$ cat config.mk
export PLATFORM = sky130hd
export DESIGN_NAME = ptc_div
export DESIGN_NICKNAME = d
export VERILOG_FILES = /design/src/design/pressure_temp_compensation_assert.svh /design/src/design/ptc_pkg.sv /design/src/design/ptc_div.sv
export SDC_FILE = /design/constraint.sdc
export NUM_CORES = 1
export LEC_CHECK = 0
export ABC_AREA = 1
export BUFFER_PORTS_ARGS = -buffer_cell sky130_fd_sc_hd__buf_2
export CAP_MARGIN = 5
export CORE_MARGIN = 4
export CORE_UTILIZATION = 56
export CTS_CLUSTER_SIZE = 24
export DETAILED_ROUTE_END_ITERATION = 10
export PLACE_DENSITY = 0.81
export SLEW_MARGIN = 25
export SYNTH_ARGS = -nofsm -noshare
export SYNTH_HDL_FRONTEND = slang
export SYNTH_SLANG_ARGS = --single-unit
$ cat constraint.sdc
create_clock -name clk_i -period 2.91 [get_ports clk_i]
set_input_delay 0.1455 -clock clk_i [delete_from_list [all_inputs] [get_ports clk_i]]
set_output_delay 0.1455 -clock clk_i [all_outputs]
set_load 0.01 [all_outputs]
$ cat src/design/pressure_temp_compensation_assert.svh
// Assertion macros for the pressure/temperature compensation block.
// Used by the top level only; expects clk_i and rst_ni in scope.
`ifndef PRESSURE_TEMP_COMPENSATION_ASSERT_SVH
`define PRESSURE_TEMP_COMPENSATION_ASSERT_SVH

// Check a property at every clock edge outside reset
`define PTC_ASSERT(label, prop, msg) \
  label: assert property (@(posedge clk_i) disable iff (!rst_ni) prop) \
    else $error(msg);

// Check that a condition never holds outside reset
`define PTC_NEVER(label, cond, msg) \
  label: assert property (@(posedge clk_i) disable iff (!rst_ni) !(cond)) \
    else $error(msg);

`endif

$ cat src/design/ptc_pkg.sv
// Shared types, constants and the step program of the compensation block.
// No dependencies; imported by every module of the block.
package ptc_pkg;

  // Sample and fixed-point widths
  localparam int RAW_BITS  = 24;
  localparam int FRAC_BITS = 24;
  localparam int OUT_SHIFT = 8;
  localparam int DW        = 64;
  localparam int SF_W      = 24;
  localparam int DIV_W     = RAW_BITS + FRAC_BITS;
  localparam int DIV_CNT_W = $clog2(DIV_W);
  localparam int PC_W      = 4;

  // Coefficient widths
  localparam int C0_W  = 12;
  localparam int C00_W = 20;
  localparam int C16_W = 16;
  localparam int WGT_W = 17;

  // Register file
  localparam int REG_COUNT  = 7;
  localparam int REG_STRIDE = 3;
  localparam int APB_AW     = $clog2(REG_COUNT * 8);
  localparam int APB_DW     = 64;

  localparam logic [SF_W-1:0]  SF_RESET  = SF_W'(1);
  localparam logic [WGT_W-1:0] WGT_RESET = WGT_W'(32768);

  typedef enum logic [2:0] {
    REG_C0_C1     = 3'd0,
    REG_C00_C10   = 3'd1,
    REG_C01_C21   = 3'd2,
    REG_C30       = 3'd3,
    REG_TEMP_SF   = 3'd4,
    REG_PRES_SF   = 3'd5,
    REG_OFF_WGT   = 3'd6
  } reg_idx_e;

  typedef enum logic {
    OP_TEMP = 1'b0,
    OP_PRES = 1'b1
  } op_e;

  typedef enum logic [2:0] {
    ST_IDLE,
    ST_DIV,
    ST_ISSUE,
    ST_WAIT,
    ST_OUT
  } state_e;

  // Rounding shift applied to a product
  typedef enum logic [1:0] {
    SH_NONE,
    SH_FRAC,
    SH_OUT
  } shift_e;

  typedef enum logic [2:0] {
    A_PSC,
    A_TSC,
    A_H,
    A_G,
    A_C0
  } a_sel_e;

  typedef enum logic [2:0] {
    B_WGT,
    B_C1,
    B_C30,
    B_H,
    B_C21,
    B_G,
    B_C01,
    B_ONE
  } b_sel_e;

  typedef enum logic [2:0] {
    ADD_ZERO,
    ADD_H,
    ADD_C20,
    ADD_C10,
    ADD_C00,
    ADD_C11
  } add_sel_e;

  typedef enum logic {
    DST_H,
    DST_G
  } dst_e;

  typedef struct packed {
    a_sel_e   a;
    b_sel_e   b;
    shift_e   sh;
    add_sel_e add;
    dst_e     dst;
    logic     last;
  } uop_t;

  // Decoded coefficient and scale registers
  typedef struct packed {
    logic [C0_W-1:0]  c0;
    logic [C0_W-1:0]  c1;
    logic [C00_W-1:0] c00;
    logic [C00_W-1:0] c10;
    logic [C16_W-1:0] c01;
    logic [C16_W-1:0] c11;
    logic [C16_W-1:0] c20;
    logic [C16_W-1:0] c21;
    logic [C16_W-1:0] c30;
    logic [SF_W-1:0]  tsf;
    logic [SF_W-1:0]  psf;
    logic [WGT_W-1:0] wgt;
  } cfg_t;

  typedef struct packed {
    logic             start;
    logic [DIV_W-1:0] dividend;
    logic [SF_W-1:0]  divisor;
  } div_req_t;

  typedef struct packed {
    logic             done;
    logic [DIV_W-1:0] quo;
  } div_rsp_t;

  typedef struct packed {
    logic          start;
    logic [DW-1:0] a;
    logic [DW-1:0] b;
    shift_e        sh;
  } mul_req_t;

  typedef struct packed {
    logic          done;
    logic [DW-1:0] res;
    logic          sat;
  } mul_rsp_t;

  localparam uop_t UOP_FINAL = '{a: A_H, b: B_ONE, sh: SH_OUT, add: ADD_ZERO,
                                 dst: DST_H, last: 1'b1};

  // Step program: each step is one product plus an optional saturating add
  function automatic uop_t get_uop(input op_e op, input logic [PC_W-1:0] pc);
    uop_t u;
    u = UOP_FINAL;
    if (op == OP_TEMP) begin
      case (pc)
        4'd0: u = '{a: A_C0,  b: B_WGT, sh: SH_NONE, add: ADD_ZERO, dst: DST_H, last: 1'b0};
        4'd1: u = '{a: A_TSC, b: B_C1,  sh: SH_NONE, add: ADD_H,    dst: DST_H, last: 1'b0};
        default: u = UOP_FINAL;
      endcase
    end else begin
      case (pc)
        4'd0: u = '{a: A_PSC, b: B_C30, sh: SH_NONE, add: ADD_C20,  dst: DST_H, last: 1'b0};
        4'd1: u = '{a: A_PSC, b: B_H,   sh: SH_FRAC, add: ADD_C10,  dst: DST_H, last: 1'b0};
        4'd2: u = '{a: A_PSC, b: B_H,   sh: SH_FRAC, add: ADD_C00,  dst: DST_H, last: 1'b0};
        4'd3: u = '{a: A_PSC, b: B_C21, sh: SH_NONE, add: ADD_C11,  dst: DST_G, last: 1'b0};
        4'd4: u = '{a: A_PSC, b: B_G,   sh: SH_FRAC, add: ADD_ZERO, dst: DST_G, last: 1'b0};
        4'd5: u = '{a: A_TSC, b: B_G,   sh: SH_FRAC, add: ADD_ZERO, dst: DST_G, last: 1'b0};
        4'd6: u = '{a: A_TSC, b: B_C01, sh: SH_NONE, add: ADD_H,    dst: DST_H, last: 1'b0};
        4'd7: u = '{a: A_G,   b: B_ONE, sh: SH_NONE, add: ADD_H,    dst: DST_H, last: 1'b0};
        default: u = UOP_FINAL;
      endcase
    end
    return u;
  endfunction

endpackage

$ cat src/design/ptc_div.sv
// Restoring divider, one quotient bit per cycle, for the sample scaling.
// Depends on ptc_pkg for widths and the request/response structs.
module ptc_div (
  input  logic              clk_i,
  input  logic              rst_ni,
  input  ptc_pkg::div_req_t req_i,
  output ptc_pkg::div_rsp_t rsp_o
);
  import ptc_pkg::*;

  logic [DIV_W-1:0]     quo_q;
  logic [SF_W-1:0]      rem_q;
  logic [SF_W-1:0]      dsr_q;
  logic [DIV_CNT_W-1:0] cnt_q;
  logic                 busy_q;
  logic                 done_q;
  logic [SF_W:0]        trial;
  logic [SF_W:0]        diff;
  logic                 qbit;

  // Trial subtract of the divisor from the shifted remainder
  always_comb begin
    trial = {rem_q, quo_q[DIV_W-1]};
    diff  = trial - {1'b0, dsr_q};
    qbit  = !diff[SF_W];
  end

  // Sequence the bit steps
  always_ff @(posedge clk_i or negedge rst_ni) begin
    if (!rst_ni) begin
      busy_q <= 1'b0;
      done_q <= 1'b0;
      cnt_q  <= '0;
    end else begin
      done_q <= 1'b0;
      if (req_i.start) begin
        busy_q <= 1'b1;
        cnt_q  <= '0;
      end else if (busy_q) begin
        cnt_q <= cnt_q + DIV_CNT_W'(1);
        if (cnt_q == DIV_CNT_W'(DIV_W - 1)) begin
          busy_q <= 1'b0;
          done_q <= 1'b1;
        end
      end
    end
  end

  // Shift the dividend through, collecting quotient bits; zero divisor acts as one
  always_ff @(posedge clk_i) begin
    if (req_i.start) begin
      quo_q <= req_i.dividend;
      rem_q <= '0;
      dsr_q <= (req_i.divisor == '0) ? SF_W'(1) : req_i.divisor;
    end else if (busy_q) begin
      quo_q <= {quo_q[DIV_W-2:0], qbit};
      rem_q <= qbit ? diff[SF_W-1:0] : trial[SF_W-1:0];
    end
  end

  assign rsp_o.done = done_q;
  assign rsp_o.quo  = quo_q;

endmodule

Word level (Yosys, flattened, before mapping)
Index checks and enable logic that the tools add are counted.
{"block": "totals", "in_bits": 75, "register_bits": 104, "elab_cells": 23, "output_inout_bits": 49}
{"block": "op_classes", "n_mux": 11, "reduce_logical": 3, "n_addsub": 2, "n_eq_ne": 1}
{"operator": "$mux W48", "count": 2}
{"operator": "$sub A25 B24 Y25", "count": 1}
{"operator": "$logic_not A24 Y1", "count": 1}
{"operator": "$mux W24", "count": 1}
{"operator": "$mux W6", "count": 2}
{"operator": "$add A6 B1 Y6 const B", "count": 1}
{"operator": "$eq A6 B6 Y1 const B", "count": 1}
{"operator": "$mux W1", "count": 6}
{"operator": "$reduce_bool A2 Y1", "count": 1}
{"operator": "$logic_not A1 Y1", "count": 1}

Longest topological paths before layout
{"block": "logic_depth", "ltp_word": 4, "depth_mapped": 16, "ltp_nobuf": 16}

Worst setup path after synthesis
Ideal clock, no wire load.
{"block": "synth_timing", "path_type": "reg-to-reg", "startpoint": "register quo_q[47]", "endpoint": "register quo_q[0] (data pin)", "setup_ps": 269, "setup_slack_ps": 622, "path_buffers": 1, "required_ps": 2641, "synth_period_minus_slack_ps": 2288, "arrival_ps": 2019, "stages_incl_launch_ff": 14, "cell_sequence": "edfxtp_1 > inv_1 > ha_1 > inv_1 > fa_1 > nand2_1 > nand2_1 > nand3_2 > nand2_2 > nand2_2 > nand4_1 > nand2_4 > buf_12 > o21ai_0"}
{"block": "synth_via", "elab_chain_len": 4}
{"item": "start, declared", "line_no": "ptc_div.sv:11", "text": "logic [DIV_W-1:0] quo_q;"}
{"item": "start signal, assigned", "line_no": "ptc_div.sv:52", "text": "quo_q <= req_i.dividend;"}
{"item": "start signal, assigned", "line_no": "ptc_div.sv:56", "text": "quo_q <= {quo_q[DIV_W-2:0], qbit};"}
{"item": "$sub A25 B24 Y25", "line_no": "ptc_div.sv:24", "text": "diff = trial - {1'b0, dsr_q};"}
{"item": "$logic_not A1 Y1", "line_no": "ptc_div.sv:25", "text": "qbit = !diff[SF_W];"}
{"item": "$mux W48", "line_no": "ptc_div.sv:55", "text": "end else if (busy_q) begin"}
{"item": "$mux W48", "line_no": "ptc_div.sv:51", "text": "if (req_i.start) begin"}
Every way passes these cells. The select of a mux whose other input is x is not followed.
A chain may end at the register's enable or synchronous reset.

Final worst setup path
Same ends and word-level chain as after synthesis.

==> impl_metrics.csv <==
group,metric,value,unit
sta,worst_pin_slew,665.8,ps
cells_and_area,multi_input_area,2899,um^2
outcome,status,"complete, no violations",
placed_design,place_congestion,0.9638,
cells_and_area,fin_util,67.57,%
synth,ys_warn_count,0,
floorplan,fp.coreArea,11370,um^2
grt,antenna_found_initial,0,
grt,grt_max_degree,56,
placed_design,place_inst,1110,
placed_design,io_buffers,123,
hold_path,hold_path.startpoint,"req_i[51]",
synth,synth.avg_cell_area,7.388,um^2
synth,synth_area_leaders,"edfxtp_1, nand2_1, inv_1",
power,leakagePower,4.154,nW
hold_path,hold_depth,3,
sta,fin_crit,2534,ps
floorplan,die_x,115.7,um
job,cap_violations,0,
worst_setup_path,cp.arrival,2620,ps
cells_and_area,syn_to_final_growth,18.17,%
synth,synth_top_area_share,33.26,%
route,drt_wl_total,14950,um
worst_setup_path,r2r_end,"quo_q[0]",
cells_and_area,diodes,0,
cells_and_area,final_common_cell,"nand2_1",
clocking,cts_setup_buffers,0,
floorplan,ios,124,
sta,setup_ws,375.9,ps
worst_setup_path,slowest_stage,"fa_1",
synth,synthCells,880,
worst_setup_path,cp.required,2990,ps
route,via_count,5703,
route,drtPass1Iterations,5,
sta,fmax,394.6,MHz
placed_design,placed_area,7118,um^2
power,p_total,5.715,mW
cells_and_area,seq_area,2843,um^2
grt,track_usage,23.41,%
grt,overflow,0,
route,drcViolationCount,0,
hold_path,min_to,"quo_q[27]",
worst_setup_path,startpoint_type,"register",
sta,relSlewSlack,55.55,%
floorplan,start_util,57.18,%
sta,finalMaxSlewViolations,0,
clocking,cts_tree,"yes",
synth,syn_area,6501,um^2
sta,skew,4.933,ps
synth,ys_ff_latch,104,
hold_path,hold_class,"in -> reg",
sta,hold_violations,0,
route,drtIter0Drc,362,
power,peakVddDrop,0.0004380,V
worst_setup_path,startpoint,"quo_q[47]",
cells_and_area,fin_cells,1150,
worst_setup_path,reg2regPathDepth,12,
synth,ys_seq_area_share,43.73,%
placed_design,hpwl,10950,um
sta,fin_crit_sh,87.08,%
worst_setup_path,crit_chain,"inv_1 > ha_1 > inv_1 > fa_1 > nand2_1 > nand2_1 > nand3_2 > nand2_2 > nand2_2 > nand4_1 > nand2_4 > o21ai_0",
sta,finalHoldWorstSlack,57.18,ps
route,ant_nets,0,
synth,ys_types,35,
sta,rsz0062_at_grt,"no",
cells_and_area,fin_area,7682,um^2
worst_setup_path,critical_path_class,"reg -> reg",
synth,synth_nets,981,
cells_and_area,final_cell_mix,"nand2_1, inv_1, buf_2",
floorplan,rows,39,
floorplan,die_area,13400,um^2
clocking,cts_buffers,9,
clocking,cts_sinks,104,
placed_design,pre_cts_ws,419.5,ps
power,powerDensity,743.9,nW/um^2
route,post_drt_via_cell_ratio,4.959,
worst_setup_path,worstSetupEndpointType,"register",
worst_setup_path,ff2ff_setup_slack,380,ps
synth,synth_area_leader_cell,"edfxtp_1",
route,wl_per_cell,13.00,um
sta,setup_viol,0,
worst_setup_path,crit_fanout,25,
floorplan,die_y,115.7,um
cells_and_area,nets,1103,
clocking,clock_path_buffers,2,
clocking,clk_latency,350,ps
cells_and_area,n_fill_cell,983,
clocking,cts_root_buf,"clkbuf_16",
worst_setup_path,r2r-start,"quo_q[47]",
grt,grt_pass1_vias,5542,
worst_setup_path,slowest_delay,440,ps
cells_and_area,drive_gt1_share,20.06,%
clocking,cts_max_level,3,
grt,grt_pass1_wl,24920,um
sta,tns,0,ps
clocking,path_clk_slew,70,ps
-- logic make-up after synthesis --
| kind of cell | count (synthesis) | share of synthesized area (%) |
|---|---|---|
| adders and majority gates | 26 | 5.119 |
| buffers and inverters | 185 | 11.72 |
| DFF | 104 | 43.73 |
| AOI/OAI and AO/OA | 32 | 2.791 |
| and+or+nand+nor | 522 | 35.16 |
| xor gates and xnor gates | 11 | 1.482 |
-- Yosys cell counts --
cell,count
nand2_1,375
inv_1,142
edfxtp_1,72
clkbuf_1,35
nor2_1,35
nand3_1,34
nand2_2,32
ha_1,25
dfxtp_1,24
a21oi_1,16
nand3_2,12
o21ai_0,12
dfrtp_1,8
xnor2_1,8
nand4_1,7
nor4_1,6
and2_1,5
nor2_2,4
buf_12,3
buf_4,3
nand3b_1,3
nor3_1,3
xor2_1,3
nand2_4,2
a21oi_2,1
a21oi_4,1
a22o_1,1
buf_6,1
clkinv_1,1
fa_1,1
nand2_8,1
nand4_4,1
nor2_4,1
o31ai_1,1
or2_1,1
-- critical path: cells and delay by family (launching register included) --
kind / cells / cell delay (ps)
compound gates: 1 / 120
fa+ha+maj: 2 / 590
buf+inv: 2 / 180
flops: 1 / 380
simple gates: 7 / 990
-- state kept, by name (all words and copies together) (netlist names) --
register and flops:
quo_q 48, done_q 1, dsr_q 24, cnt_q 6
rem_q 24, busy_q 1
-- layout make-up --
| class | count | area share (%) |
|---|---|---|
| Multi-Input combinational cell | 591 | 37.74 |
| Sequential cell | 104 | 37.00 |
| Timing Repair Buffer | 153 | 11.73 |
| Inverter | 143 | 6.987 |
| Clock buffer | 12 | 3.469 |
| Tap cell | 143 | 2.329 |
| Clock inverter | 4 | 0.7492 |
-- report_power, final --
| group | switching (mW) | internal [mW] | total [mW] |
|---|---|---|---|
| sequential | 0.162 | 1.82 | 1.98 |
| clock | 0.559 | 0.747 | 1.31 |
| combinational | 1.55 | 0.884 | 2.43 |
| total | 2.27 | 3.45 | 5.71 |
-- layer usage --
| layer | track usage, % | wire length (um) |
|---|---|---|
| met2 | 39.12 | 7069 |
| met1 | 29.57 | 6417 |
| met4 | 8.971 | 367 |
| met5 | 0 | 0 |
| met3 | 5.640 | 1093 |
-- how the worst max path moves through the flow --
stage | end | slack (ps) | cells past startpoint
after detailed placement | quo_q[0] | 420 | 12
final | quo_q[0] | 380 | 12
after CTS | quo_q[0] | 380 | 12
after floorplan | quo_q[0] | 620 | 13
after global routing | rem_q[20] | 210 | 13
after global placement | quo_q[0] | 490 | 12
-- repair_timing --
item                                   CTS  global route
endpoints found under the hold margin   31             0
hold buffers                            24             0
resized for setup                        0             0
(Power assumes the default switching activity.)
