`config.mk`:
```
export PLATFORM = sky130hd
export DESIGN_NAME = ptc_cfg
export DESIGN_NICKNAME = d
export VERILOG_FILES = /design/src/design/pressure_temp_compensation_assert.svh /design/src/design/ptc_pkg.sv /design/src/design/ptc_cfg.sv
export SDC_FILE = /design/constraint.sdc
export NUM_CORES = 1
export LEC_CHECK = 0
export BUFFER_PORTS_ARGS = -buffer_cell sky130_fd_sc_hd__buf_2
export CORE_UTILIZATION = 50
export CTS_CLUSTER_SIZE = 28
export DETAILED_ROUTE_END_ITERATION = 8
export GPL_ROUTABILITY_DRIVEN = 0
export PLACE_DENSITY = 0.81
export SKIP_LAST_GASP = 1
export SYNTH_ARGS = -nofsm -noshare
export SYNTH_HDL_FRONTEND = slang
export SYNTH_SLANG_ARGS = --single-unit
export TNS_END_PERCENT = 10
```
`constraint.sdc`:
```
create_clock -name clk_i -period 1.3 [get_ports clk_i]
set_input_delay 0 -clock clk_i [delete_from_list [all_inputs] [get_ports clk_i]]
set_output_delay 0 -clock clk_i [all_outputs]
set_load 0.005 [all_outputs]
```
`src/design/pressure_temp_compensation_assert.svh`:
```
// Assertion macros for the pressure/temperature compensation block.
// Used by the top level only; expects clk_i and rst_ni in scope.
`ifndef PRESSURE_TEMP_COMPENSATION_ASSERT_SVH
`define PRESSURE_TEMP_COMPENSATION_ASSERT_SVH

// Check a property at every clock edge outside reset
`define PTC_ASSERT(label, prop, msg) \
  label: assert property (@(posedge clk_i) disable iff (!rst_ni) prop) \
    else $error(msg);

// Check that a condition never holds outside reset
`define PTC_NEVER(label, cond, msg) \
  label: assert property (@(posedge clk_i) disable iff (!rst_ni) !(cond)) \
    else $error(msg);

`endif

```
`src/design/ptc_pkg.sv`:
```
// Shared types, constants and the step program of the compensation block.
// No dependencies; imported by every module of the block.
package ptc_pkg;

  // Sample and fixed-point widths
  localparam int RAW_BITS  = 24;
  localparam int FRAC_BITS = 24;
  localparam int OUT_SHIFT = 8;
  localparam int DW        = 64;
  localparam int SF_W      = 24;
  localparam int DIV_W     = RAW_BITS + FRAC_BITS;
  localparam int DIV_CNT_W = $clog2(DIV_W);
  localparam int PC_W      = 4;

  // Coefficient widths
  localparam int C0_W  = 12;
  localparam int C00_W = 20;
  localparam int C16_W = 16;
  localparam int WGT_W = 17;

  // Register file
  localparam int REG_COUNT  = 7;
  localparam int REG_STRIDE = 3;
  localparam int APB_AW     = $clog2(REG_COUNT * 8);
  localparam int APB_DW     = 64;

  localparam logic [SF_W-1:0]  SF_RESET  = SF_W'(1);
  localparam logic [WGT_W-1:0] WGT_RESET = WGT_W'(32768);

  typedef enum logic [2:0] {
    REG_C0_C1     = 3'd0,
    REG_C00_C10   = 3'd1,
    REG_C01_C21   = 3'd2,
    REG_C30       = 3'd3,
    REG_TEMP_SF   = 3'd4,
    REG_PRES_SF   = 3'd5,
    REG_OFF_WGT   = 3'd6
  } reg_idx_e;

  typedef enum logic {
    OP_TEMP = 1'b0,
    OP_PRES = 1'b1
  } op_e;

  typedef enum logic [2:0] {
    ST_IDLE,
    ST_DIV,
    ST_ISSUE,
    ST_WAIT,
    ST_OUT
  } state_e;

  // Rounding shift applied to a product
  typedef enum logic [1:0] {
    SH_NONE,
    SH_FRAC,
    SH_OUT
  } shift_e;

  typedef enum logic [2:0] {
    A_PSC,
    A_TSC,
    A_H,
    A_G,
    A_C0
  } a_sel_e;

  typedef enum logic [2:0] {
    B_WGT,
    B_C1,
    B_C30,
    B_H,
    B_C21,
    B_G,
    B_C01,
    B_ONE
  } b_sel_e;

  typedef enum logic [2:0] {
    ADD_ZERO,
    ADD_H,
    ADD_C20,
    ADD_C10,
    ADD_C00,
    ADD_C11
  } add_sel_e;

  typedef enum logic {
    DST_H,
    DST_G
  } dst_e;

  typedef struct packed {
    a_sel_e   a;
    b_sel_e   b;
    shift_e   sh;
    add_sel_e add;
    dst_e     dst;
    logic     last;
  } uop_t;

  // Decoded coefficient and scale registers
  typedef struct packed {
    logic [C0_W-1:0]  c0;
    logic [C0_W-1:0]  c1;
    logic [C00_W-1:0] c00;
    logic [C00_W-1:0] c10;
    logic [C16_W-1:0] c01;
    logic [C16_W-1:0] c11;
    logic [C16_W-1:0] c20;
    logic [C16_W-1:0] c21;
    logic [C16_W-1:0] c30;
    logic [SF_W-1:0]  tsf;
    logic [SF_W-1:0]  psf;
    logic [WGT_W-1:0] wgt;
  } cfg_t;

  typedef struct packed {
    logic             start;
    logic [DIV_W-1:0] dividend;
    logic [SF_W-1:0]  divisor;
  } div_req_t;

  typedef struct packed {
    logic             done;
    logic [DIV_W-1:0] quo;
  } div_rsp_t;

  typedef struct packed {
    logic          start;
    logic [DW-1:0] a;
    logic [DW-1:0] b;
    shift_e        sh;
  } mul_req_t;

  typedef struct packed {
    logic          done;
    logic [DW-1:0] res;
    logic          sat;
  } mul_rsp_t;

  localparam uop_t UOP_FINAL = '{a: A_H, b: B_ONE, sh: SH_OUT, add: ADD_ZERO,
                                 dst: DST_H, last: 1'b1};

  // Step program: each step is one product plus an optional saturating add
  function automatic uop_t get_uop(input op_e op, input logic [PC_W-1:0] pc);
    uop_t u;
    u = UOP_FINAL;
    if (op == OP_TEMP) begin
      case (pc)
        4'd0: u = '{a: A_C0,  b: B_WGT, sh: SH_NONE, add: ADD_ZERO, dst: DST_H, last: 1'b0};
        4'd1: u = '{a: A_TSC, b: B_C1,  sh: SH_NONE, add: ADD_H,    dst: DST_H, last: 1'b0};
        default: u = UOP_FINAL;
      endcase
    end else begin
      case (pc)
        4'd0: u = '{a: A_PSC, b: B_C30, sh: SH_NONE, add: ADD_C20,  dst: DST_H, last: 1'b0};
        4'd1: u = '{a: A_PSC, b: B_H,   sh: SH_FRAC, add: ADD_C10,  dst: DST_H, last: 1'b0};
        4'd2: u = '{a: A_PSC, b: B_H,   sh: SH_FRAC, add: ADD_C00,  dst: DST_H, last: 1'b0};
        4'd3: u = '{a: A_PSC, b: B_C21, sh: SH_NONE, add: ADD_C11,  dst: DST_G, last: 1'b0};
        4'd4: u = '{a: A_PSC, b: B_G,   sh: SH_FRAC, add: ADD_ZERO, dst: DST_G, last: 1'b0};
        4'd5: u = '{a: A_TSC, b: B_G,   sh: SH_FRAC, add: ADD_ZERO, dst: DST_G, last: 1'b0};
        4'd6: u = '{a: A_TSC, b: B_C01, sh: SH_NONE, add: ADD_H,    dst: DST_H, last: 1'b0};
        4'd7: u = '{a: A_G,   b: B_ONE, sh: SH_NONE, add: ADD_H,    dst: DST_H, last: 1'b0};
        default: u = UOP_FINAL;
      endcase
    end
    return u;
  endfunction

endpackage

```
`src/design/ptc_cfg.sv`:
```
// APB register file holding the compensation coefficients and scale factors.
// Depends on ptc_pkg for widths, register indexes and the decoded cfg_t.
module ptc_cfg (
  input  logic                         clk_i,
  input  logic                         rst_ni,
  input  logic                         psel,
  input  logic                         penable,
  input  logic                         pwrite,
  input  logic [ptc_pkg::APB_AW-1:0]   paddr,
  input  logic [ptc_pkg::APB_DW-1:0]   pwdata,
  output logic [ptc_pkg::APB_DW-1:0]   prdata,
  output logic                         pready,
  output ptc_pkg::cfg_t                cfg_o
);
  import ptc_pkg::*;

  logic [2*C0_W-1:0]  c0_c1_q;
  logic [2*C00_W-1:0] c00_c10_q;
  logic [4*C16_W-1:0] c01_c21_q;
  logic [C16_W-1:0]   c30_q;
  logic [SF_W-1:0]    tsf_q;
  logic [SF_W-1:0]    psf_q;
  logic [WGT_W-1:0]   wgt_q;
  reg_idx_e           idx;
  logic               wr_en;

  assign idx    = reg_idx_e'(paddr[APB_AW-1:REG_STRIDE]);
  assign wr_en  = psel && penable && pwrite;
  assign pready = 1'b1;

  // Write the addressed register on the access cycle
  always_ff @(posedge clk_i or negedge rst_ni) begin
    if (!rst_ni) begin
      c0_c1_q   <= '0;
      c00_c10_q <= '0;
      c01_c21_q <= '0;
      c30_q     <= '0;
      tsf_q     <= SF_RESET;
      psf_q     <= SF_RESET;
      wgt_q     <= WGT_RESET;
    end else if (wr_en) begin
      case (idx)
        REG_C0_C1:   c0_c1_q   <= pwdata[2*C0_W-1:0];
        REG_C00_C10: c00_c10_q <= pwdata[2*C00_W-1:0];
        REG_C01_C21: c01_c21_q <= pwdata[4*C16_W-1:0];
        REG_C30:     c30_q     <= pwdata[C16_W-1:0];
        REG_TEMP_SF: tsf_q     <= pwdata[SF_W-1:0];
        REG_PRES_SF: psf_q     <= pwdata[SF_W-1:0];
        REG_OFF_WGT: wgt_q     <= pwdata[WGT_W-1:0];
        default: ;
      endcase
    end
  end

  // Read back the addressed register
  always_comb begin
    case (idx)
      REG_C0_C1:   prdata = APB_DW'(c0_c1_q);
      REG_C00_C10: prdata = APB_DW'(c00_c10_q);
      REG_C01_C21: prdata = APB_DW'(c01_c21_q);
      REG_C30:     prdata = APB_DW'(c30_q);
      REG_TEMP_SF: prdata = APB_DW'(tsf_q);
      REG_PRES_SF: prdata = APB_DW'(psf_q);
      REG_OFF_WGT: prdata = APB_DW'(wgt_q);
      default:     prdata = '0;
    endcase
  end

  // Split packed registers into coefficients
  always_comb begin
    cfg_o.c0  = c0_c1_q[2*C0_W-1:C0_W];
    cfg_o.c1  = c0_c1_q[C0_W-1:0];
    cfg_o.c00 = c00_c10_q[2*C00_W-1:C00_W];
    cfg_o.c10 = c00_c10_q[C00_W-1:0];
    cfg_o.c01 = c01_c21_q[4*C16_W-1:3*C16_W];
    cfg_o.c11 = c01_c21_q[3*C16_W-1:2*C16_W];
    cfg_o.c20 = c01_c21_q[2*C16_W-1:C16_W];
    cfg_o.c21 = c01_c21_q[C16_W-1:0];
    cfg_o.c30 = c30_q;
    cfg_o.tsf = tsf_q;
    cfg_o.psf = psf_q;
    cfg_o.wgt = wgt_q;
  end

endmodule

```
# [After elaboration in Yosys (flattened, before gate mapping)]
# Cells that the tools add are included.
[op_classes] eq_ne=6 muxes=1 n_reduce_logical=10
[op_table] cell="$pmux W64 S7" n=1
[op_table] cell="$reduce_and A2 Y1" n=7
[op_table] cell="$eq A3 B3 Y1 const B" n=3
[op_table] cell="$eq A3 B2 Y1 const B" n=2
[op_table] cell="$eq A3 B1 Y1 const B" n=1
[op_table] cell="$logic_not A3 Y1" n=1
[op_table] cell="$logic_and A1 B1 Y1" n=2
[totals] ff_bits=209 in_bits=75 output_inout_bits=274 elab_cells=24

# [Depth between registers and ports, before layout]
[logic_depth] ltp_word=3 ltp_mapped=6 mapped_depth_nobuf=3

# [Worst setup path after synthesis]
# Ideal clock, no wire load.
[synth_timing] path_kind="input to register" from="input paddr[3] (netlist bit)" to="register c0_c1_q[0]" setup_time_ns=0.125 t_arrival_ns=1.150 required_time_ns=1.175 setup_slack_ns=0.026 path_stages=5 path_buffers=2 path_cell_list="buf_4 -> or2_4 -> nor2_2 -> buf_6 -> mux2_2"
[synth_between] elab_chain_len=2
[synth_lines] element="start, declared" line_no="ptc_cfg.sv:9" text="input logic [ptc_pkg::APB_AW-1:0] paddr,"
[synth_lines] element="$logic_not A3 Y1" line_no="ptc_cfg.sv:42" text="case (idx)"
[synth_lines] element="$reduce_and A2 Y1 (no line)"
[synth_lines] element="end signal, assigned" line_no="ptc_cfg.sv:43" text="REG_C0_C1: c0_c1_q <= pwdata[2*C0_W-1:0];"
[synth_lines] element="end, declared" line_no="ptc_cfg.sv:17" text="logic [2*C0_W-1:0] c0_c1_q;"
# No other way between the ends.
# A chain may end at the register's enable or synchronous reset.

# [Worst setup path in the final report]
[layout_timing] from="register c01_c21_q[3]" to="output prdata[3] (netlist bit)"
[layout_between] elab_chain_len=1
[layout_lines] element="start, declared" line_no="ptc_cfg.sv:19" text="logic [4*C16_W-1:0] c01_c21_q;"
[layout_lines] element="start signal, assigned" line_no="ptc_cfg.sv:45" text="REG_C01_C21: c01_c21_q <= pwdata[4*C16_W-1:0];"
[layout_lines] element="$pmux W64 S7" line_no="ptc_cfg.sv:57" text="case (idx)"
[layout_lines] element="end, declared" line_no="ptc_cfg.sv:11" text="output logic [ptc_pkg::APB_DW-1:0] prdata,"
# No other way between the ends.

==> out/summary.txt <==
worst setup margin -> -0.412 ns
PnR Total Power -> 19,900 uW
Port Buffers -> 344
pwr dens -> 1500 nW/um2
ANT cells -> 0
Die Y -> 139 um
Seq/Total Area, Yosys -> 0.555
die width -> 139 um
CTS tree -> built
skew final -> 0 ns
CTS sink cnt -> 209
# rows -> 49
crit-path cells -> mux2_2 > a32oi_1 > o211ai_1 > buf_2
largest cells by area after synthesis -> dfrtp_1 (55%), mux2_2 (27%), a22oi_1 (1.9%)
Routed WL per cell -> 22.1 um
number of flops mapped to enable cells by yosys -> 0
Async SR Flop Fraction -> 1.00
Clock transition at path regs -> 0.06 ns
CTS Buf Count -> 23
Post-Syn Nets -> 733
worst vdd ir -> 0.00127 V
CP peak stage delay -> 0.42 ns
top post-synthesis cells by count -> mux2_2 (225), dfrtp_1 (206), and2_1 (25)
Hold Path Class -> input port to asynchronous set/reset pin
Synth area leader -> dfrtp_1
CTS root buf -> clkbuf_16
initial core utilization -> 0.518
count of warnings emitted by yosys -> 0
layout cells sized above 1 -> 0.613
critical path startpoint category -> flip-flop
top cell type's share of synthesized area -> 0.547
Max Slew Vio Count -> 0
Final nets -> 1,181
dpl ws -> -0.193 ns
initial antenna violation count -> 0
via count -> 7,745
Final Hold Vio Count -> 0
Initial DRC Count -> 444
dpl hpwl -> 19,400 um
Max Freq -> 584 MHz
DR pass1 iterations -> 5
min Tclk post-route -> 1.71 ns
pin count of the biggest net entering global routing -> 51
WL final -> 29,800 um
count leader, synth -> mux2_2
Syn Area/Cell -> 14.3 um2
max-cap violations -> 0
Cell Area, Placed -> 11,800 um2
total gr overflow -> 0
Crit-path slowest cell -> dfrtp_1
number of routed nets with antenna violations -> 0
Arr. time, crit path -> 1.71 ns
Mapped Area -> 9430 um2
Die Area -> 19,400 um2
DRC Markers -> 0
worst path required time -> 1.30 ns
setup_tns -> -6.76 ns
synthesis-to-finish area growth -> 40.8%
final worst-path cycle share -> 1.32
P_leak -> 0.00671 uW
CTS H-tree lvls -> 1
vias per cell -> 5.73
synthesized instance count -> 658
Primary FF master, synth -> dfrtp_1
Yosys cell types -> 41
RSZ-0062 raised after global routing -> true
Ports -> 349
maximum clock insertion buffer count -> 3
Reg2Reg Setup Slack -> 0.42 ns
first-pass GRT wire length -> 46,500 um
outcome -> complete, but fails checks
Clock Latency Late Sink -> 0.50 ns
Critical Path Fanout Max -> 3
Setup-failing EPs final -> 24
Post-Layout Inst Area -> 13,300 um2
flops & latches, synth -> 209
GRT Total Usage -> 0.307
core area -> 18,200 um2
crit path kind -> flip-flop to output pin
vias in the first global route -> 8,214
CP Capture Type -> output pin
failing checks -> negative setup slack
==> cell usage in the layout, fill, tap and decap left out, types with 3 or more instances in the layout <==
cell type,netlist,routed
clkbuf_8,1,8
nor2b_1,5,4
a21oi_1,4,4
o21a_1,3,3
nand2_1,4,4
a221oi_2,0,4
a32oi_1,12,11
a22oi_1,24,24
dlygate4sd3_1,0,65
inv_1,4,4
dfrtp_1,206,206
clkbuf_1,10,5
nor3b_1,5,4
clkinv_2,0,3
and2_1,25,25
buf_12,0,15
nor4bb_1,4,4
nor2_4,1,4
mux2_1,7,7
o21ai_0,7,3
a221o_1,3,3
o21ai_1,0,4
o2bb2ai_1,4,4
dfstp_2,3,3
o211ai_1,12,12
buf_4,12,45
o32ai_1,3,3
mux2_2,225,224
mux2i_1,9,9
buf_2,18,343
a22o_1,16,16
nor2_2,6,4
clkbuf_16,0,23
==> where the power goes <==
part / switching, uW / internal (uW) / leakage, uW / total, uW
clock: 2600 / 3870 / 0.000375 / 6470
combinational: 1930 / 2610 / 0.00367 / 4550
sequential: 1070 / 7800 / 0.00266 / 8870
==> flip-flops by register name, summed over array words and instances, names as in the netlist <==
signal	flops
c00_c10_q	40
c01_c21_q	64
wgt_q	17
c30_q	16
tsf_q	24
c0_c1_q	24
psf_q	24
==> cells by family after synthesis <==
kind of cell    after synthesis  synth area share
other cells                   1          0.000398
flops                       209             0.555
compound gates               94            0.0778
mux                         242             0.289
buf+inv                      50            0.0321
simple gates                 62            0.0450
==> stage by stage <==
step                 util  cells  hold slack (ns)
global placement    0.647   1240          -0.0231
detailed placement  0.647   1240          -0.0235
global route        0.729   1352           0.0386
finish              0.729   1352           0.0151
floorplan               -    658           -0.296
CTS                 0.727   1350           0.0120
==> critical path: cells and delay by family, from the launching register on <==
| kind | cells | cell delay (ns) |
|---|---|---|
| buf+inv | 1 | 0.15 |
| flops | 1 | 0.42 |
| mux | 1 | 0.31 |
| compound gates | 2 | 0.34 |
==> metal layers <==
metal / track usage / wire, um / vias to the layer above
li1: - / - / 3348
met1: 0.382 / 11600 / 3903
met2: 0.525 / 15000 / 403
met3: 0.0557 / 2120 / 91
met4: 0.135 / 1130 / 0
met5: 0 / 0 / -
==> cell type report <==
cell class / instances / area [um2]
fillers: 1175 / 4940
repair buffers: 469 / 3020
flip-flops and latches: 209 / 5230
inverters: 4 / 15.0
well taps: 229 / 287
clock inverters: 7 / 70.1
multi-input cells: 399 / 3960
clock buffers: 35 / 691
==> timing repair <==
| action | in CTS | in global routing |
|---|---|---|
| hold buffers | 65 | 0 |
| gates resized for setup | 8 | 2 |
| pin swaps | 2 | 1 |
| hold endpoints to repair | 418 | 0 |
| buffers inserted | 3 | 2 |
| endpoints found under the setup margin | 24 | 32 |
==> path summary, 6_finish.rpt <==
path,cells after the start,endpoint,start
worst max register to register,2,wgt_q[13],wgt_q[13]
min in group clk_i,5,wgt_q[2],paddr[4]
max in group asynchronous,3,tsf_q[5],rst_ni
worst min-delay path,2,tsf_q[23],rst_ni
worst min register to register,1,c01_c21_q[11],c01_c21_q[11]
worst max-delay path,4,prdata[3],c01_c21_q[3]
(Power assumes the default switching activity.)
