<file path="config.mk">
export PLATFORM = sky130hd
export DESIGN_NAME = ptc_mul
export DESIGN_NICKNAME = d
export VERILOG_FILES = /design/src/design/pressure_temp_compensation_assert.svh /design/src/design/ptc_pkg.sv /design/src/design/ptc_mul.sv
export SDC_FILE = /design/constraint.sdc
export NUM_CORES = 2
export LEC_CHECK = 0
export BUFFER_PORTS_ARGS = -buffer_cell sky130_fd_sc_hd__buf_4
export CAP_MARGIN = 30
export CORE_MARGIN = 2
export CORE_UTILIZATION = 24
export DETAILED_ROUTE_END_ITERATION = 10
export GPL_TIMING_DRIVEN = 0
export PLACE_DENSITY = 0.38
export SYNTH_ARGS = -nofsm -noshare
export SYNTH_HDL_FRONTEND = slang
export SYNTH_SLANG_ARGS = --single-unit
</file>
<file path="constraint.sdc">
create_clock -name clk_i -period 12.6 [get_ports clk_i]
set_input_delay 1.89 -clock clk_i [delete_from_list [all_inputs] [get_ports clk_i]]
set_output_delay 1.89 -clock clk_i [all_outputs]
set_load 0.005 [all_outputs]
</file>
<file path="src/design/pressure_temp_compensation_assert.svh">
// Assertion macros for the pressure/temperature compensation block.
// Used by the top level only; expects clk_i and rst_ni in scope.
`ifndef PRESSURE_TEMP_COMPENSATION_ASSERT_SVH
`define PRESSURE_TEMP_COMPENSATION_ASSERT_SVH

// Check a property at every clock edge outside reset
`define PTC_ASSERT(label, prop, msg) \
  label: assert property (@(posedge clk_i) disable iff (!rst_ni) prop) \
    else $error(msg);

// Check that a condition never holds outside reset
`define PTC_NEVER(label, cond, msg) \
  label: assert property (@(posedge clk_i) disable iff (!rst_ni) !(cond)) \
    else $error(msg);

`endif

</file>
<file path="src/design/ptc_pkg.sv">
// Shared types, constants and the step program of the compensation block.
// No dependencies; imported by every module of the block.
package ptc_pkg;

  // Sample and fixed-point widths
  localparam int RAW_BITS  = 24;
  localparam int FRAC_BITS = 24;
  localparam int OUT_SHIFT = 8;
  localparam int DW        = 64;
  localparam int SF_W      = 24;
  localparam int DIV_W     = RAW_BITS + FRAC_BITS;
  localparam int DIV_CNT_W = $clog2(DIV_W);
  localparam int PC_W      = 4;

  // Coefficient widths
  localparam int C0_W  = 12;
  localparam int C00_W = 20;
  localparam int C16_W = 16;
  localparam int WGT_W = 17;

  // Register file
  localparam int REG_COUNT  = 7;
  localparam int REG_STRIDE = 3;
  localparam int APB_AW     = $clog2(REG_COUNT * 8);
  localparam int APB_DW     = 64;

  localparam logic [SF_W-1:0]  SF_RESET  = SF_W'(1);
  localparam logic [WGT_W-1:0] WGT_RESET = WGT_W'(32768);

  typedef enum logic [2:0] {
    REG_C0_C1     = 3'd0,
    REG_C00_C10   = 3'd1,
    REG_C01_C21   = 3'd2,
    REG_C30       = 3'd3,
    REG_TEMP_SF   = 3'd4,
    REG_PRES_SF   = 3'd5,
    REG_OFF_WGT   = 3'd6
  } reg_idx_e;

  typedef enum logic {
    OP_TEMP = 1'b0,
    OP_PRES = 1'b1
  } op_e;

  typedef enum logic [2:0] {
    ST_IDLE,
    ST_DIV,
    ST_ISSUE,
    ST_WAIT,
    ST_OUT
  } state_e;

  // Rounding shift applied to a product
  typedef enum logic [1:0] {
    SH_NONE,
    SH_FRAC,
    SH_OUT
  } shift_e;

  typedef enum logic [2:0] {
    A_PSC,
    A_TSC,
    A_H,
    A_G,
    A_C0
  } a_sel_e;

  typedef enum logic [2:0] {
    B_WGT,
    B_C1,
    B_C30,
    B_H,
    B_C21,
    B_G,
    B_C01,
    B_ONE
  } b_sel_e;

  typedef enum logic [2:0] {
    ADD_ZERO,
    ADD_H,
    ADD_C20,
    ADD_C10,
    ADD_C00,
    ADD_C11
  } add_sel_e;

  typedef enum logic {
    DST_H,
    DST_G
  } dst_e;

  typedef struct packed {
    a_sel_e   a;
    b_sel_e   b;
    shift_e   sh;
    add_sel_e add;
    dst_e     dst;
    logic     last;
  } uop_t;

  // Decoded coefficient and scale registers
  typedef struct packed {
    logic [C0_W-1:0]  c0;
    logic [C0_W-1:0]  c1;
    logic [C00_W-1:0] c00;
    logic [C00_W-1:0] c10;
    logic [C16_W-1:0] c01;
    logic [C16_W-1:0] c11;
    logic [C16_W-1:0] c20;
    logic [C16_W-1:0] c21;
    logic [C16_W-1:0] c30;
    logic [SF_W-1:0]  tsf;
    logic [SF_W-1:0]  psf;
    logic [WGT_W-1:0] wgt;
  } cfg_t;

  typedef struct packed {
    logic             start;
    logic [DIV_W-1:0] dividend;
    logic [SF_W-1:0]  divisor;
  } div_req_t;

  typedef struct packed {
    logic             done;
    logic [DIV_W-1:0] quo;
  } div_rsp_t;

  typedef struct packed {
    logic          start;
    logic [DW-1:0] a;
    logic [DW-1:0] b;
    shift_e        sh;
  } mul_req_t;

  typedef struct packed {
    logic          done;
    logic [DW-1:0] res;
    logic          sat;
  } mul_rsp_t;

  localparam uop_t UOP_FINAL = '{a: A_H, b: B_ONE, sh: SH_OUT, add: ADD_ZERO,
                                 dst: DST_H, last: 1'b1};

  // Step program: each step is one product plus an optional saturating add
  function automatic uop_t get_uop(input op_e op, input logic [PC_W-1:0] pc);
    uop_t u;
    u = UOP_FINAL;
    if (op == OP_TEMP) begin
      case (pc)
        4'd0: u = '{a: A_C0,  b: B_WGT, sh: SH_NONE, add: ADD_ZERO, dst: DST_H, last: 1'b0};
        4'd1: u = '{a: A_TSC, b: B_C1,  sh: SH_NONE, add: ADD_H,    dst: DST_H, last: 1'b0};
        default: u = UOP_FINAL;
      endcase
    end else begin
      case (pc)
        4'd0: u = '{a: A_PSC, b: B_C30, sh: SH_NONE, add: ADD_C20,  dst: DST_H, last: 1'b0};
        4'd1: u = '{a: A_PSC, b: B_H,   sh: SH_FRAC, add: ADD_C10,  dst: DST_H, last: 1'b0};
        4'd2: u = '{a: A_PSC, b: B_H,   sh: SH_FRAC, add: ADD_C00,  dst: DST_H, last: 1'b0};
        4'd3: u = '{a: A_PSC, b: B_C21, sh: SH_NONE, add: ADD_C11,  dst: DST_G, last: 1'b0};
        4'd4: u = '{a: A_PSC, b: B_G,   sh: SH_FRAC, add: ADD_ZERO, dst: DST_G, last: 1'b0};
        4'd5: u = '{a: A_TSC, b: B_G,   sh: SH_FRAC, add: ADD_ZERO, dst: DST_G, last: 1'b0};
        4'd6: u = '{a: A_TSC, b: B_C01, sh: SH_NONE, add: ADD_H,    dst: DST_H, last: 1'b0};
        4'd7: u = '{a: A_G,   b: B_ONE, sh: SH_NONE, add: ADD_H,    dst: DST_H, last: 1'b0};
        default: u = UOP_FINAL;
      endcase
    end
    return u;
  endfunction

endpackage

</file>
<file path="src/design/ptc_mul.sv">
// Shared multiplier: 64x64 sign-magnitude product from four 32x32 passes,
// then round-half-away, scale back and saturate. Depends on ptc_pkg.
module ptc_mul (
  input  logic              clk_i,
  input  logic              rst_ni,
  input  ptc_pkg::mul_req_t req_i,
  output ptc_pkg::mul_rsp_t rsp_o
);
  import ptc_pkg::*;

  localparam int HW = DW / 2;
  localparam int PW = 2 * DW;
  localparam logic [2:0] STEP_ROUND = 3'd5;
  localparam logic [2:0] STEP_FINAL = 3'd6;

  logic [DW-1:0]  ua_q;
  logic [DW-1:0]  ub_q;
  logic           neg_q;
  shift_e         sh_q;
  logic [2:0]     step_q;
  logic           busy_q;
  logic           done_q;
  logic [DW-1:0]  prod_q;
  logic [PW-1:0]  acc_q;
  logic [DW-1:0]  mag_q;
  logic           over_q;
  logic [DW-1:0]  res_q;
  logic           sat_q;
  logic [HW-1:0]  opa;
  logic [HW-1:0]  opb;
  logic [DW-1:0]  prod_d;
  logic [PW-1:0]  acc_add;
  logic [PW-1:0]  rnd;
  logic [PW-1:0]  rounded;
  logic [PW-1:0]  shifted;
  logic [DW-1:0]  limit;
  logic [DW-1:0]  mag_clip;
  logic           clip;

  // Pick the 32-bit halves for this pass
  always_comb begin
    opa    = step_q[1] ? ua_q[DW-1:HW] : ua_q[HW-1:0];
    opb    = step_q[0] ? ub_q[DW-1:HW] : ub_q[HW-1:0];
    prod_d = DW'(opa) * DW'(opb);
  end

  // Align the previous pass's product
  always_comb begin
    case (step_q)
      3'd1:       acc_add = PW'(prod_q);
      3'd2, 3'd3: acc_add = PW'(prod_q) << HW;
      3'd4:       acc_add = PW'(prod_q) << DW;
      default:    acc_add = '0;
    endcase
  end

  // Round to nearest, ties away, then drop the fraction bits
  always_comb begin
    case (sh_q)
      SH_FRAC: rnd = PW'(1) << (FRAC_BITS - 1);
      SH_OUT:  rnd = PW'(1) << (OUT_SHIFT - 1);
      default: rnd = '0;
    endcase
    rounded = acc_q + rnd;
    case (sh_q)
      SH_FRAC: shifted = rounded >> FRAC_BITS;
      SH_OUT:  shifted = rounded >> OUT_SHIFT;
      default: shifted = rounded;
    endcase
  end

  // Clip to the signed range
  always_comb begin
    limit    = neg_q ? {1'b1, {(DW-1){1'b0}}} : {1'b0, {(DW-1){1'b1}}};
    clip     = over_q || (mag_q > limit);
    mag_clip = clip ? limit : mag_q;
  end

  // Step counter
  always_ff @(posedge clk_i or negedge rst_ni) begin
    if (!rst_ni) begin
      busy_q <= 1'b0;
      done_q <= 1'b0;
      step_q <= '0;
    end else begin
      done_q <= 1'b0;
      if (req_i.start) begin
        busy_q <= 1'b1;
        step_q <= '0;
      end else if (busy_q) begin
        step_q <= step_q + 3'd1;
        if (step_q == STEP_FINAL) begin
          busy_q <= 1'b0;
          done_q <= 1'b1;
        end
      end
    end
  end

  // Datapath
  always_ff @(posedge clk_i) begin
    if (req_i.start) begin
      ua_q  <= req_i.a[DW-1] ? (~req_i.a + DW'(1)) : req_i.a;
      ub_q  <= req_i.b[DW-1] ? (~req_i.b + DW'(1)) : req_i.b;
      neg_q <= req_i.a[DW-1] ^ req_i.b[DW-1];
      sh_q  <= req_i.sh;
      acc_q <= '0;
    end else if (busy_q) begin
      prod_q <= prod_d;
      acc_q  <= acc_q + acc_add;
      if (step_q == STEP_ROUND) begin
        over_q <= |shifted[PW-1:DW];
        mag_q  <= shifted[DW-1:0];
      end
      if (step_q == STEP_FINAL) begin
        res_q <= neg_q ? (~mag_clip + DW'(1)) : mag_clip;
        sat_q <= clip;
      end
    end
  end

  assign rsp_o.done = done_q;
  assign rsp_o.res  = res_q;
  assign rsp_o.sat  = sat_q;

endmodule

</file>
Word level (Yosys, flattened, before mapping)
Index checks and enable logic that the tools add are counted.
W data, S select, Z words.
{ "word_totals": {"reg_bits": 458, "output_inout_bits": 66, "inputBits": 133} }
{ "classes": {"n_lt_le_gt_ge": 1, "add_sub_neg": 6, "n_mul": 1, "n_reduce_logical": 7, "muxes": 18, "n_bitwise": 5, "n_eq_ne": 8} }
{ "ops": {"columns": ["operator", "count"], "rows": [
  ["$pmux W128 S3", 1],
  ["$add A128 B128 Y128", 2],
  ["$pmux W128 S2", 1],
  ["$add A64 B1 Y64 const B", 3],
  ["$mux W64", 3],
  ["$not A64 Y64", 3],
  ["$mux W63", 2],
  ["$gt A64 B64 Y1", 1],
  ["$mul A32 B32 Y64", 1],
  ["$mux W32", 2],
  ["$reduce_or A64 Y1", 1],
  ["$pmux W24 S2", 1],
  ["$eq A3 B3 Y1 const B", 3],
  ["$eq A3 B2 Y1 const B", 2],
  ["$mux W1", 6],
  ["$mux W3", 2],
  ["$reduce_and A3 Y1", 2],
  ["$add A3 B1 Y3 const B", 1],
  ["$eq A3 B1 Y1 const B", 1],
  ["$eq A2 B1 Y1 const B", 1],
  ["$eq A2 B2 Y1 const B", 1],
  ["$reduce_and A2 Y1", 1],
  ["$reduce_bool A2 Y1", 1],
  ["$reduce_or A2 Y1", 1],
  ["other kinds (3)", 3]
]} }

Depth between registers and ports, before layout
{ "logic_depth": {"word_depth": 7, "depth_mapped": 35} }

Worst setup path before layout
No wires, ideal clock.
{ "synth_timing": {"path_kind": "register to register", "start": "register step_q[0]", "end": "register prod_q[61] (data pin)", "path_stages_with_launch": 30, "t_required_ns": 12.338, "t_arrival_ns": 8.926, "setup_slack_ns": 3.412, "n_path_buf": 3, "period_less_slack_ns": 9.188, "path_cell_list": "dfrtp_1 -> clkbuf_1 -> clkbuf_1 -> mux2i_1 -> clkbuf_1 -> nor2_1 -> fa_1 -> fa_1 -> fa_1 -> inv_1 -> fa_1 -> inv_1 -> fa_1 -> fa_1 -> fa_1 -> inv_1 -> fa_1 -> inv_1 -> ha_1 -> and2_1 -> nand3_1 -> a2111oi_0 -> o311ai_0 -> a21oi_1 -> o2111ai_1 -> o21ai_0 -> a31oi_1 -> o211a_1 -> o31ai_1 -> xnor2_1"} }
{ "synth_between": {"elab_chain_cells": 2} }
{ "synth_rtl": {"columns": ["element", "line", "rtl"], "rows": [
  ["start: declaration", "ptc_mul.sv:20", "logic [2:0] step_q;"],
  ["start signal: assignment", "ptc_mul.sv:91", "step_q <= step_q + 3'd1;"],
  ["$mux W32", "ptc_mul.sv:43", "opb = step_q[0] ? ub_q[DW-1:HW] : ub_q[HW-1:0];"],
  ["$mul A32 B32 Y64", "ptc_mul.sv:44", "prod_d = DW'(opa) * DW'(opb);"],
  ["net prod_d[61]", "ptc_mul.sv:31", "logic [DW-1:0] prod_d;"],
  ["end signal: assignment", "ptc_mul.sv:109", "prod_q <= prod_d;"],
  ["end: declaration", "ptc_mul.sv:23", "logic [DW-1:0] prod_q;"]
]} }
The timed path passes the listed nets, and every way through them passes these cells.
A chain may end at the register's enable or synchronous reset.

Worst setup path in the final report
Same ends and word-level chain as after synthesis.

==> run metrics <==
status=completed; die outline area=roughly 280,000 sq um; core area=274,000 sq um; antenna-violating nets left=0; Util after Layout=0.277; final critical-path required period=12.01 ns; number of cells produced by synthesis=7,499; Hold/Removal Path Class=register to register; worst reg2reg path endpoint=prod_q[61]; Final Routed Wirelength=306,000 microns; maximum number of pins on one net before global-route repair=86; Root Buffer=clkbuf_16; Hold EP=acc_q[1]; final total negative setup slack=0 ns; All-Layer GR Usage=0.216; commonest non-fill, non-tap cell in the layout=inv_1; Non-Filler Instances=11,500; number of DRC violations after detailed routing=0; final setup vio count=0; crit path kind=register to register; final count of hold timing violations=0; area of the multi-input gates=48,600 sq um; top area cells in the synthesized netlist=fa_1 (27%), edfxtp_1 (15%), ha_1 (8.8%); syn_nets=8,996; number of iterations in the first detailed-routing pass=6; fraction of final layout cells with drive strength greater than 1=0.0708; Crit. End Element=register; initial antenna violation count=7; fraction of synthesized cell area taken by the top area cell type=0.272; Worst EP arrival=12.49 ns; clock tree from TritonCTS=built; via count of the first global-routing pass=58,400; final slew viol count=0; logic depth of the worst register-to-register path=31; Req. time, crit path=between 10 and 15 ns; chip width=between 500 and 600 microns; number of vias per cell=4.98; Place WS=-0.101 ns; f_max=around 83 MHz; chip height=529 microns; number of gates resized after CTS=1; Rel. slew slack=0.277; clock insertion delay at the later pin of the skew report=0.77 ns; buffers inserted during post-CTS setup optimization=0; post-layout worst setup margin=0.592 ns; CTS sink cnt=458; Cell Rows=192; DRT iter0 DRCs=5,144; final routed wire length divided by cell count=26.6 microns; number of register bits inferred by synthesis=458; number of distinct library cell variants in the gate-level netlist after synthesis=86; global placement routability congestion=0.981; IO buf count=196; hold path depth=2; Reg-to-Reg Start=step_q[0]; Starting Density=0.241; Clock Pin Slew Worst Setup and Hold Paths=roughly 0.060 ns; flop-to-flop setup slack=0.59 ns; startpoint of the worst hold path=acc_q[1]; worst setup skew after layout=about 0.06 ns; CP max-delay cell=dfrtp_1; global-route wire length before repair=433,000 microns; via count=57,400; Async SR Flop Fraction=0.0109; measured slew at the worst slew-check pin=1.09 ns; ratio of final minimum period to clock period=0.953; delay of the slowest cell on the worst path=0.66 ns; warning count from the yosys run=0; count of hold buffers inserted by post-cts repair=0; number of synthesized flops with an enable pin=around 330; Detail Placement HPWL=264,000 microns; storage element area=around 12,000 sq um; top cell type by total area after synthesis=fa_1; max-capacitance violation count=0; sequential-to-total area share from yosys stat=0.188; Post-Syn Area=66,100 sq um; Buffers & Inverters on Critical Path=9; area growth from synthesis to layout=14.8%; Max Root-Sink Buffers=3; Filler Cell Count=29,500; worst-path maximum fanout=10; IO Pins=199; worst setup path startpoint=step_q[0]; top library cells by usage in the layout, fill and taps aside=inv_1 (1,001), nor2_1 (929), fa_1 (897); Avg Inst Size Synth=8.82 sq um; top_reg_cell synth=edfxtp_1; Crit path max-delay family=adder cells; remaining global-route overflow=0; startpoint class of the critical path=register; unrepaired setup endpoints after global routing=false; Inst Count DP=11,400; number of CTS-inserted buffers=58; Worst path most repeated cell=fa_1; Post-layout nets=9,374; CTS HTree Levels=2
## layout make-up
cell class	count	share of cell area
Tap cell	3589	0.0591
Buffer	369	0.0186
Clock buffer	63	0.0195
Sequential cell	458	0.164
Inverter	1002	0.0495
Antenna cell	6	0.000198
Clock inverter	46	0.00667
Timing Repair Buffer	319	0.0417
Multi-Input combinational cell	5669	0.641
## through the flow
stage / cell area (sq um) / hold slack [ns]
after floorplan: 66100 / 0.471
after global placement: 72100 / 0.490
after detailed placement: 73900 / 0.507
after CTS: 75800 / 0.514
after global routing: 75900 / 0.554
final: 75900 / 0.511
## layer usage
layer / vias up / GRT usage / share of wire
li1: 25700 / - / -
met4: 6 / 0.0936 / 0.051
met2: 2135 / 0.347 / 0.45
met1: 29100 / 0.289 / 0.43
met5: - / 0 / 0.00018
met3: 464 / 0.0261 / 0.062
## state kept, by name, indices dropped and copies added (netlist names), 2 cells and up
signal / count
ub_q: 64
acc_q: 128
mag_q: 64
step_q: 3
sh_q: 2
ua_q: 64
prod_q: 64
res_q: 64
## worst min-delay path: stages, from the launching register on
cell and delay, ns:
dfxtp_1 0.32, nor2_1 0.09, a211oi_1 0.05
## worst max-delay path by stage
| stage | to | cells after the start |
|---|---|---|
| floorplan | prod_q[61] | 29 |
| global placement | prod_q[57] | 28 |
| detailed placement | prod_q[63] | 32 |
| CTS | prod_q[63] | 31 |
| global route | prod_q[63] | 32 |
| finish | prod_q[61] | 31 |
## Yosys cell counts (8+ instances only)
cell / count
inv_1: 1001
nor2_1: 929
fa_1: 897
nand2_1: 772
ha_1: 467
o21ai_0: 349
clkbuf_1: 333
edfxtp_1: 325
a21oi_1: 307
xnor2_1: 304
a21o_1: 139
mux2i_1: 130
dfxtp_1: 128
nand4_1: 119
xor2_1: 112
nand3_1: 105
nor3_1: 79
a22o_1: 77
and3_1: 75
a22oi_1: 69
mux2_2: 63
and2_1: 59
or3_1: 59
o21bai_1: 47
o31ai_1: 47
a31oi_1: 43
nand2b_1: 42
nor4_1: 42
a211oi_1: 33
buf_1: 33
or4_1: 30
o21a_1: 25
or2_2: 25
o41ai_1: 23
and4_1: 18
nor2b_1: 18
a221oi_1: 11
a21boi_0: 10
o211ai_1: 10
a41oi_1: 9
a2bb2oi_1: 8
## kinds of logic after synthesis
logic type,share of synthesized area
and+or+nand+nor,0.164
buffers and inverters,0.0781
adders and majority gates,0.360
AOI/OAI and AO/OA,0.124
DFF,0.188
xor gates and xnor gates,0.0551
muxes,0.0304
Power is left out: the tool's default activity adds up to more than one toggle a clock period on the data nets, which glitch-free logic cannot reach.
